**src/hw/rtl/dfi_pkg.sv**
```systemverilog
// Package for the door fixture interlock unit: machine state codes,
// command codes, register indexes and default configuration values.
// No dependencies.
`timescale 1ns / 1ps
`default_nettype none
package dfi_pkg;

  typedef enum logic [6:0] {
    MsLock  = 7'b0000001,
    MsIdle  = 7'b0000010,
    MsReady = 7'b0000100,
    MsRun   = 7'b0001000,
    MsEmerg = 7'b0010000,
    MsDone  = 7'b0100000,
    MsInit  = 7'b1000000
  } mstate_e;

  localparam logic [2:0] MS_CODE_LOCK  = 3'd0;
  localparam logic [2:0] MS_CODE_IDLE  = 3'd1;
  localparam logic [2:0] MS_CODE_READY = 3'd2;
  localparam logic [2:0] MS_CODE_RUN   = 3'd3;
  localparam logic [2:0] MS_CODE_EMERG = 3'd4;
  localparam logic [2:0] MS_CODE_DONE  = 3'd5;
  localparam logic [2:0] MS_CODE_INIT  = 3'd6;

  localparam logic [1:0] CYL_NONE  = 2'd0;
  localparam logic [1:0] CYL_CLOSE = 2'd1;
  localparam logic [1:0] CYL_OPEN  = 2'd2;

  localparam logic [1:0] LCK_NONE   = 2'd0;
  localparam logic [1:0] LCK_UNLOCK = 2'd1;
  localparam logic [1:0] LCK_LOCK   = 2'd2;

  localparam logic [2:0] LAMP_NONE   = 3'd0;
  localparam logic [2:0] LAMP_OFF    = 3'd1;
  localparam logic [2:0] LAMP_GREEN  = 3'd2;
  localparam logic [2:0] LAMP_RED    = 3'd3;
  localparam logic [2:0] LAMP_YELLOW = 3'd4;

  localparam logic [1:0] DOOR_SHUT   = 2'd0;
  localparam logic [1:0] DOOR_OPEN   = 2'd1;
  localparam logic [1:0] DOOR_MIDDLE = 2'd2;

  localparam logic [2:0] REG_ESTOP_NO     = 3'd0;
  localparam logic [2:0] REG_LOCK_HOLD    = 3'd1;
  localparam logic [2:0] REG_LOCK_COOL    = 3'd2;
  localparam logic [2:0] REG_READY_HOLD   = 3'd3;
  localparam logic [2:0] REG_CLOSE_HOLD   = 3'd4;
  localparam logic [2:0] REG_OPEN_HOLD    = 3'd5;
  localparam logic [2:0] REG_RELEASE_WAIT = 3'd6;

  localparam logic [15:0] LOCK_HOLD_RST    = 16'd300;
  localparam logic [15:0] LOCK_COOL_RST    = 16'd1000;
  localparam logic [15:0] READY_HOLD_RST   = 16'd200;
  localparam logic [15:0] CLOSE_HOLD_RST   = 16'd500;
  localparam logic [15:0] OPEN_HOLD_RST    = 16'd200;
  localparam logic [15:0] RELEASE_WAIT_RST = 16'd200;
  localparam logic [31:0] LEARNED_RST      = 32'd2500;

  localparam int unsigned DEBOUNCE_POLLS_DEF = 3;

  function automatic logic [2:0] ms_code(mstate_e s);
    logic [2:0] c;
    case (s)
      MsLock:  c = MS_CODE_LOCK;
      MsIdle:  c = MS_CODE_IDLE;
      MsReady: c = MS_CODE_READY;
      MsRun:   c = MS_CODE_RUN;
      MsEmerg: c = MS_CODE_EMERG;
      MsDone:  c = MS_CODE_DONE;
      default: c = MS_CODE_INIT;
    endcase
    return c;
  endfunction

endpackage
`default_nettype wire

```
**src/hw/rtl/door_fixture_interlock_fsm_unit.sv**
```systemverilog
// Top level of the door fixture interlock unit: one poll in, one command set out.
// Depends on dfi_pkg.
//
// Usage: each input transaction is one poll of the fixture I/O. The unit debounces
// the limit sensors, runs the hold, cooldown and release timers and steps the
// lock, idle, ready, running, complete and emergency machine, then offers one
// result transaction with the cylinder, lock and lamp commands and the states.
// The result is registered: a poll is offered as a result from the cycle after it is
// accepted. The unit takes one poll per cycle while the result is drained; the
// whole step is done by the logic between the poll ports and the result register.
// The poll is accepted whenever the result register is empty or being drained
// in the same cycle, so a stalled receiver holds the result and holds off polls.
// Configuration writes take effect at the edge of the write and are expected
// while no poll is in flight.
// Reset puts the machine in its init state, the door in the middle state, clears
// all timers and the learned close time returns to 2500 ms.
`timescale 1ns / 1ps
`default_nettype none
module door_fixture_interlock_fsm_unit
  import dfi_pkg::*;
#(
  parameter int unsigned DEBOUNCE_POLLS = DEBOUNCE_POLLS_DEF
) (
  input  wire logic        clk_i,
  input  wire logic        rst_ni,
  input  wire logic        cfg_we_i,
  input  wire logic [2:0]  cfg_index_i,
  input  wire logic [15:0] cfg_wdata_i,
  input  wire logic        in_valid_i,
  output logic             in_ready_o,
  input  wire logic        link_ok_i,
  input  wire logic [31:0] now_ms_i,
  input  wire logic [1:0]  limit_bits_i,
  input  wire logic [3:0]  beam_bits_i,
  input  wire logic [3:0]  button_bits_i,
  input  wire logic [3:0]  drive_readback_i,
  output logic             out_valid_o,
  input  wire logic        out_ready_i,
  output logic [1:0]       cylinder_cmd_o,
  output logic [1:0]       lock_cmd_o,
  output logic [2:0]       lamp_cmd_o,
  output logic [2:0]       machine_state_o,
  output logic [1:0]       door_state_o,
  output logic             link_status_o
);

  localparam logic [1:0] DebLevel = 2'(DEBOUNCE_POLLS);

  logic        estop_no_q;
  logic [15:0] lock_hold_q, lock_cool_q, ready_hold_q, close_hold_q, open_hold_q;
  logic [15:0] release_wait_q;

  mstate_e     ms_q, ms_d;
  logic [1:0]  door_q, door_d;
  logic [1:0]  oc_q, oc_d, cc_q, cc_d;
  logic        oclean_q, oclean_d, cclean_q, cclean_d;
  logic [31:0] lpt_q, lpt_d, ltt_q, ltt_d, rpt_q, rpt_d, opt_q, opt_d;
  logic [31:0] cpt_q, cpt_d, rwt_q, rwt_d, cbt_q, cbt_d, learned_q, learned_d;
  logic        lpv_q, lpv_d, ltv_q, ltv_d, rpv_q, rpv_d, opv_q, opv_d;
  logic        cpv_q, cpv_d, rwv_q, rwv_d, cbv_q, cbv_d;
  logic        released_q, released_d, closing_q, closing_d;
  logic        from_open_q, from_open_d, known_q, known_d, confirmed_q, confirmed_d;
  logic [1:0]  cyl_d, lck_d;
  logic [2:0]  lamp_d;

  logic        accept;
  assign in_ready_o = !out_valid_o || out_ready_i;
  assign accept     = in_valid_i && in_ready_o;

  always_ff @(posedge clk_i or negedge rst_ni) begin
    if (!rst_ni) begin
      estop_no_q     <= 1'b0;
      lock_hold_q    <= LOCK_HOLD_RST;
      lock_cool_q    <= LOCK_COOL_RST;
      ready_hold_q   <= READY_HOLD_RST;
      close_hold_q   <= CLOSE_HOLD_RST;
      open_hold_q    <= OPEN_HOLD_RST;
      release_wait_q <= RELEASE_WAIT_RST;
    end else if (cfg_we_i) begin
      case (cfg_index_i)
        REG_ESTOP_NO:     estop_no_q     <= cfg_wdata_i[0];
        REG_LOCK_HOLD:    lock_hold_q    <= cfg_wdata_i;
        REG_LOCK_COOL:    lock_cool_q    <= cfg_wdata_i;
        REG_READY_HOLD:   ready_hold_q   <= cfg_wdata_i;
        REG_CLOSE_HOLD:   close_hold_q   <= cfg_wdata_i;
        REG_OPEN_HOLD:    open_hold_q    <= cfg_wdata_i;
        REG_RELEASE_WAIT: release_wait_q <= cfg_wdata_i;
        default: ;
      endcase
    end
  end

  always_comb begin
    logic        power_on, closing, opening, yellow, pwr_btn, b1, b2, stop_bit, any_btn;
    logic        up, down, flag, stop_hit;
    logic [31:0] elapsed;
    logic [33:0] three_e, two_l;
    power_on = drive_readback_i[0];
    closing  = drive_readback_i[1];
    opening  = drive_readback_i[2];
    yellow   = drive_readback_i[3];
    pwr_btn  = button_bits_i[0];
    b1       = button_bits_i[1];
    b2       = button_bits_i[2];
    stop_bit = button_bits_i[3];
    any_btn  = b1 || b2;

    ms_d = ms_q; door_d = door_q; oc_d = oc_q; cc_d = cc_q;
    oclean_d = oclean_q; cclean_d = cclean_q;
    lpt_d = lpt_q; ltt_d = ltt_q; rpt_d = rpt_q; opt_d = opt_q;
    cpt_d = cpt_q; rwt_d = rwt_q; cbt_d = cbt_q; learned_d = learned_q;
    lpv_d = lpv_q; ltv_d = ltv_q; rpv_d = rpv_q; opv_d = opv_q;
    cpv_d = cpv_q; rwv_d = rwv_q; cbv_d = cbv_q;
    released_d = released_q; closing_d = closing_q; from_open_d = from_open_q;
    known_d = known_q; confirmed_d = confirmed_q;
    cyl_d = CYL_NONE; lck_d = LCK_NONE; lamp_d = LAMP_NONE;

    if (limit_bits_i[0]) begin
      oc_d = (oc_d == 2'd3) ? 2'd3 : oc_d + 2'd1;
      if (oc_d >= DebLevel) oclean_d = 1'b1;
      cc_d = 2'd0;
    end else begin
      oc_d = 2'd0; oclean_d = 1'b0;
    end
    if (limit_bits_i[1]) begin
      cc_d = (cc_d == 2'd3) ? 2'd3 : cc_d + 2'd1;
      if (cc_d >= DebLevel) cclean_d = 1'b1;
      oc_d = 2'd0;
    end else begin
      cc_d = 2'd0; cclean_d = 1'b0;
    end
    up = oclean_d; down = cclean_d;

    if (ms_d == MsInit) ms_d = MsLock;

    if (ms_d == MsLock && power_on) ms_d = MsIdle;
    flag = 1'b0;
    if (pwr_btn) begin
      if (!lpv_d) begin lpt_d = now_ms_i; lpv_d = 1'b1; end
      if (now_ms_i - lpt_d >= {16'd0, lock_hold_q}) flag = 1'b1;
    end else begin
      lpv_d = 1'b0; released_d = 1'b1;
    end
    if (pwr_btn && flag && released_d &&
        (!ltv_d || now_ms_i - ltt_d >= {16'd0, lock_cool_q})) begin
      lamp_d = LAMP_OFF;
      if (power_on) begin lck_d = LCK_LOCK; ms_d = MsLock; end
      else begin lck_d = LCK_UNLOCK; ms_d = MsIdle; end
      lpv_d = 1'b0; released_d = 1'b0;
      ltt_d = now_ms_i; ltv_d = 1'b1;
    end

    if (ms_d == MsIdle) begin
      if (!power_on) ms_d = MsLock;
      if (!confirmed_d) begin
        if (up) begin cyl_d = CYL_OPEN; confirmed_d = 1'b1; ms_d = MsIdle; end
        else if (down) begin cyl_d = CYL_CLOSE; confirmed_d = 1'b1; ms_d = MsDone; end
      end
      if (up) ms_d = yellow ? MsReady : MsIdle;
      else if (down) ms_d = MsDone;
      if (any_btn) begin
        if (!closing && !rpv_d) begin rpt_d = now_ms_i; rpv_d = 1'b1; end
      end else begin
        rpv_d = 1'b0;
      end
      if (rpv_d && now_ms_i - rpt_d >= {16'd0, ready_hold_q} && !rwv_d) begin
        lamp_d = LAMP_YELLOW; ms_d = MsReady;
        rpv_d = 1'b0; cpv_d = 1'b0; confirmed_d = 1'b1;
      end
    end

    if (ms_d == MsReady) begin
      if (!yellow) ms_d = MsIdle;
      else if (closing && !down) ms_d = MsRun;
      flag = 1'b0;
      if (any_btn) begin
        if (!closing && !rwv_d && !cpv_d) begin cpt_d = now_ms_i; cpv_d = 1'b1; end
        if (cpv_d && now_ms_i - cpt_d >= {16'd0, close_hold_q}) flag = 1'b1;
      end else begin
        cpv_d = 1'b0;
      end
      if (b1 && b2 && flag && !rwv_d && !closing) begin
        cyl_d = CYL_CLOSE; cpv_d = 1'b0;
        rwt_d = now_ms_i; rwv_d = 1'b1;
        ms_d = MsRun;
        cbt_d = now_ms_i; cbv_d = 1'b1;
        closing_d = 1'b1; from_open_d = up;
      end
    end

    if (ms_d == MsRun && closing && down) begin
      lamp_d = LAMP_GREEN; ms_d = MsDone; door_d = DOOR_SHUT;
      closing_d = 1'b0; opv_d = 1'b0;
      if (from_open_d) begin
        learned_d = cbv_d ? now_ms_i - cbt_d : now_ms_i;
        known_d = 1'b1;
      end
      from_open_d = 1'b0;
    end

    if (ms_d == MsDone) begin
      if (opening && up) begin lamp_d = LAMP_OFF; ms_d = MsIdle; door_d = DOOR_OPEN; end
      flag = 1'b0;
      if (any_btn) begin
        if (!opening && down && !opv_d) begin opt_d = now_ms_i; opv_d = 1'b1; end
        if (opv_d && now_ms_i - opt_d >= {16'd0, open_hold_q}) flag = 1'b1;
      end else begin
        opv_d = 1'b0;
      end
      if (any_btn && flag && !rwv_d && !opening) begin
        cyl_d = CYL_OPEN; opv_d = 1'b0;
        rwt_d = now_ms_i; rwv_d = 1'b1;
      end
    end

    elapsed = cbv_d ? now_ms_i - cbt_d : 32'd0;
    three_e = {2'b00, elapsed} + {1'b0, elapsed, 1'b0};
    two_l   = {1'b0, learned_d, 1'b0};
    if (ms_d == MsEmerg && beam_bits_i != 4'hF) begin
      ms_d = MsLock;
      if (up) lamp_d = LAMP_OFF;
    end
    stop_hit = estop_no_q ? stop_bit : !stop_bit;
    if (stop_hit) begin
      ms_d = MsEmerg;
      if (!up) cyl_d = CYL_OPEN;
      lck_d = LCK_LOCK; lamp_d = LAMP_RED;
    end else if (beam_bits_i != 4'h0) begin
      if (known_d && closing_d && cbv_d && !down && three_e > two_l) begin
        ms_d = MsEmerg;
        cyl_d = CYL_OPEN; lck_d = LCK_LOCK; lamp_d = LAMP_RED;
        cbt_d = 32'd0; cbv_d = 1'b0; closing_d = 1'b0;
      end
    end

    if (!any_btn) begin
      if (rwv_d && now_ms_i - rwt_d >= {16'd0, release_wait_q}) rwv_d = 1'b0;
    end else if (rwv_d) begin
      rwt_d = now_ms_i;
    end

    if (closing && down) door_d = DOOR_SHUT;
    else if (opening && up) door_d = DOOR_OPEN;
  end

  always_ff @(posedge clk_i or negedge rst_ni) begin
    if (!rst_ni) begin
      ms_q <= MsInit; door_q <= DOOR_MIDDLE;
      oc_q <= 2'd0; cc_q <= 2'd0; oclean_q <= 1'b0; cclean_q <= 1'b0;
      lpv_q <= 1'b0; ltv_q <= 1'b0; rpv_q <= 1'b0; opv_q <= 1'b0;
      cpv_q <= 1'b0; rwv_q <= 1'b0; cbv_q <= 1'b0;
      cbt_q <= 32'd0; learned_q <= LEARNED_RST;
      released_q <= 1'b1; closing_q <= 1'b0; from_open_q <= 1'b0;
      known_q <= 1'b0; confirmed_q <= 1'b0;
      out_valid_o <= 1'b0;
    end else begin
      if (accept) begin
        out_valid_o <= 1'b1;
        if (link_ok_i) begin
          ms_q <= ms_d; door_q <= door_d;
          oc_q <= oc_d; cc_q <= cc_d; oclean_q <= oclean_d; cclean_q <= cclean_d;
          lpv_q <= lpv_d; ltv_q <= ltv_d; rpv_q <= rpv_d; opv_q <= opv_d;
          cpv_q <= cpv_d; rwv_q <= rwv_d; cbv_q <= cbv_d;
          cbt_q <= cbt_d; learned_q <= learned_d;
          released_q <= released_d; closing_q <= closing_d; from_open_q <= from_open_d;
          known_q <= known_d; confirmed_q <= confirmed_d;
        end
      end else if (out_ready_i) begin
        out_valid_o <= 1'b0;
      end
    end
  end

  always_ff @(posedge clk_i) begin
    if (accept && link_ok_i) begin
      lpt_q <= lpt_d; ltt_q <= ltt_d; rpt_q <= rpt_d; opt_q <= opt_d;
      cpt_q <= cpt_d; rwt_q <= rwt_d;
    end
    if (accept) begin
      link_status_o <= link_ok_i;
      if (link_ok_i) begin
        cylinder_cmd_o  <= cyl_d;
        lock_cmd_o      <= lck_d;
        lamp_cmd_o      <= lamp_d;
        machine_state_o <= ms_code(ms_d);
        door_state_o    <= door_d;
      end else begin
        cylinder_cmd_o  <= CYL_NONE;
        lock_cmd_o      <= LCK_NONE;
        lamp_cmd_o      <= LAMP_NONE;
        machine_state_o <= ms_code(ms_q);
        door_state_o    <= door_q;
      end
    end
  end

  a_state_onehot: assert property (@(posedge clk_i) disable iff (!rst_ni) $onehot(ms_q))
    else $error("machine state register is not one-hot");
  a_accept_gives_result: assert property (@(posedge clk_i) disable iff (!rst_ni)
    accept |=> out_valid_o)
    else $error("accepted poll produced no result");
  a_link_down_quiet: assert property (@(posedge clk_i) disable iff (!rst_ni)
    (out_valid_o && !link_status_o) |->
      (cylinder_cmd_o == CYL_NONE && lock_cmd_o == LCK_NONE && lamp_cmd_o == LAMP_NONE))
    else $error("commands issued on a skipped poll");
  a_link_down_holds: assert property (@(posedge clk_i) disable iff (!rst_ni)
    (accept && !link_ok_i) |=> $stable(ms_q) && $stable(door_q))
    else $error("state changed on a skipped poll");

endmodule
`default_nettype wire

```
**config.mk**
```make
export PLATFORM = sky130hd
export DESIGN_NAME = door_fixture_interlock_fsm_unit
export DESIGN_NICKNAME = d
export VERILOG_FILES = /design/src/hw/rtl/dfi_pkg.sv /design/src/hw/rtl/door_fixture_interlock_fsm_unit.sv
export SDC_FILE = /design/constraint.sdc
export NUM_CORES = 2
export LEC_CHECK = 0
export ABC_AREA = 1
export BUFFER_PORTS_ARGS = -buffer_cell sky130_fd_sc_hd__buf_2
export CAP_MARGIN = 20
export CORE_MARGIN = 2
export CORE_UTILIZATION = 58
export CTS_BUF_LIST = sky130_fd_sc_hd__clkbuf_8
export DETAILED_ROUTE_END_ITERATION = 7
export PLACE_DENSITY = 0.83
export SYNTH_ARGS = -nofsm -noshare
export SYNTH_HDL_FRONTEND = slang
export SYNTH_SLANG_ARGS = --single-unit
```
**constraint.sdc**
```tcl
create_clock -name clk_i -period 28.7 [get_ports clk_i]
set_input_delay 5.74 -clock clk_i [delete_from_list [all_inputs] [get_ports clk_i]]
set_output_delay 5.74 -clock clk_i [all_outputs]
set_load 0.01 [all_outputs]
```
==> run metrics <==
syn nets=5699; All-Layer GR Usage=between 30% and 40%; max-slew violation count=0; Synth Area in XOR/XNOR=3.79%; CTS Buf Count=73; Worst-Margin Slew=0.958 ns; Fillers=5707; Final Util=63.7%; post-synthesis simple-gate area fraction=27.5%; Buffers on Ports=85; worst skew pair latency=0.67 ns; TritonCTS clock tree=yes; largest family of logic cells by synthesized area=simple AND/OR/NAND/NOR gates; layout cells sized above 1=roughly a tenth; area grow syn2layout=8.12%; wire per inst=17.9 um; H-Tree Depth=3; Max VDD drop=0.0000820 V; post-synthesis mux area share=0%; mapped cell area=between 30000 and 40000 um^2; Post-Syn Area per Cell=6.96 um^2; Final nets=5802; endpoints failing setup=0; Max-Cap Viols=0; initial DRC count=3057; placed cell areas=approximately 38000 um^2; design area=39500 um^2; Non-Filler Instances=around 6.3k; total setup buffers inserted after CTS=0; Hold Crit Class=reg -> reg; Die H=255 um; CTS Hold Bufs=0; initial antenna violation count=6; Final ANT Viol Nets=0; Crit Path Max Fanout=51; Row Count=91; clock sink count=394; clock-pin transition on the worst setup and hold timing paths=0.06 ns; EDFF count, synth=205; Power Density=70.0 nW/um^2; Die W=255 um; WS Path Type=in -> reg; vias in the first global route=between 30k and 40k; crit-path max cell delay=0.46 ns; routed vias/inst=5.62; Overflow after GRT=0; Post-Synth Adder-Cell Area=13.3%; register area share after synthesis=29.9%; gpl congestion=roughly 0.99; crit path launch type=input pin; maximum clock rate=0.0401 GHz; CP most frequent cell=nand2_1; Remaining DRCs=0; Netlist cell types=73; vias=35.1k; Synth Instances=between 5k and 6k; Post-synth ARST share=48.0%; core box area=61900 um^2; DRT Wirelength=112 mm; global-route wire length before repair=176 mm; post-synthesis register bit count=about 400; unrepaired setup endpoints after global routing=false; Synth Area in Compound Gates=14.3%; WP data required=between 20 and 30 ns; Syn. warnings=0; setup_tns=0 ns; die area=65000 um^2; Rel. slew slack=36.0%; HPWL after detailed placement=~81 mm; Final Hold Viols=0; ys flop type=edfxtp_1; I/O pin count=86; status=finished, final reports clean; clk root buf=clkbuf_8; Initial Utilization=59.0%; dpl cells=slightly above 6k; leakage=0.0209 uW; drt pass-1 iters=6; Tcrit/Tclk final=86.8%; skew final=slightly above 0.03 ns; Slowest-stage cell, CP=inv_1; Max Root-Sink Buffers=3; Final min period=approximately 25 ns; Critical Path AT=between 20 and 30 ns; largest net degree at the start of global routing=75; CP Capture Type=flop; PostCTS Resize Cnt=0
## critical path, delay by kind of cell
family | cells | cell delay [ns]
adders and majority gates | 8 | 2.68
AOI/OAI and AO/OA | 26 | 4.60
buffers and inverters | 13 | 2.31
xor gates and xnor gates | 4 | 0.67
and+or+nand+nor | 73 | 9.36
## cell usage after synthesis, drive strengths merged (3+ instances only)
cell type	count	share of area, %
nand3	242	3.7
a21oi	297	4.1
edfxtp	205	17
a211oi	12	0.25
xor2	120	2.9
o31ai	6	0.12
nand2	1441	15
o21a	5	0.10
clkinv	6	0.062
o21ai	471	6.7
and2	15	0.26
clkbuf	74	0.76
a31oi	12	0.21
o22ai	33	0.57
nor3	46	0.70
a21boi	6	0.14
nand3b	25	0.52
buf	25	0.59
nor2	383	4.2
a211o	26	0.62
a2111oi	3	0.072
o211a	4	0.11
nand4	63	1.1
o21bai	25	0.51
nor4	12	0.21
o211ai	7	0.14
xnor2	38	0.91
dfrtp	156	11
a21o	14	0.29
fa	8	0.44
or2	83	1.4
inv	953	9.8
dfstp	33	2.4
o221ai	5	0.12
ha	375	13
## placed cells by master, fill, tap and decap left out, types with 25 or more instances in the layout
master       n
o21ai_0    428
nor3_1      39
nand3_1    221
clkbuf_8    91
a21oi_1    295
inv_1      952
nand2_1   1384
xnor2_1     38
or2_2       80
xor2_1     120
dfstp_2     33
nor2_1     351
dfrtp_1    155
edfxtp_1   205
a211o_1     26
o22ai_1     33
buf_4       41
ha_1       375
nand2_2     45
buf_2       84
nand4_1     63
o21bai_1    25
## flip-flops by register name (all words and copies together) (netlist names), 3 cells and up
register / cells
cbt_q: 32
cpt_q: 32
learned_q: 32
lpt_q: 32
ltt_q: 32
opt_q: 32
rpt_q: 32
rwt_q: 32
close_hold_q: 16
lock_cool_q: 16
lock_hold_q: 16
open_hold_q: 16
ready_hold_q: 16
release_wait_q: 16
ms_q: 7
lamp_cmd_o: 3
machine_state_o: 3
## metrics by stage
| stage | worst slack, ns | hold WS (ns) | total power, uW |
|---|---|---|---|
| final | 3.79 | 0.471 | 2760 |
| after CTS | 4.07 | 0.467 | 2750 |
| after global placement | 3.80 | 0.450 | 2110 |
| after floorplan | 7.71 | 0.434 | 1810 |
| after global routing | 1.94 | 0.495 | 2990 |
| after detailed placement | 3.48 | 0.458 | 2140 |
## power by group
part	internal [uW]	total (uW)	switching, uW
logic	521	1450	928
registers	685	722	36.8
clock network	331	593	262
total	1540	2760	1230
## final timing paths
check / slack (ns) / to / cells after the start / from
min in group asynchronous: 5.11 / door_q[0] / 1 / rst_ni
worst min register to register: 0.47 / cbt_q[1] / 2 / cbt_q[1]
worst min-delay path: 0.47 / cbt_q[1] / 2 / cbt_q[1]
max in group asynchronous: 22.22 / close_hold_q[10] / 2 / rst_ni
worst max-delay path: 3.79 / rwv_q / 124 / button_bits_i[2]
worst max register to register: 8.77 / rwv_q / 122 / lpv_q
## layer usage
layer  vias up  share of wire (%)  track usage (%)
li1      17200                  -                -
met1     16100                 41             44.0
met2      1458                 44             56.2
met3       347                9.5             6.18
met4         0                5.7             18.9
met5         -                  0                0
## logic make-up (layout without fill, tap and decap cells)
group                      count (synthesis)  after routing
DFF                                      394            394
adders and majority gates                383            383
xor gates and xnor gates                 158            158
buffers and inverters                   1059           1222
AOI/OAI and AO/OA                        937            937
and+or+nand+nor                         2314           2314
other                                      0              5
## cell type report
cell class / instances / area, um^2 / area share [%]
clock inverters: 45 / 340 / 0.862
inverters: 959 / 3610 / 9.14
well taps: 837 / 1050 / 2.65
clock buffers: 90 / 1240 / 3.14
diodes: 5 / 12.5 / 0.0317
repair buffers: 128 / 777 / 1.97
flip-flops and latches: 394 / 10900 / 27.7
multi-input cells: 3792 / 21500 / 54.5
Note: power is estimated with default switching activity, not from simulation.
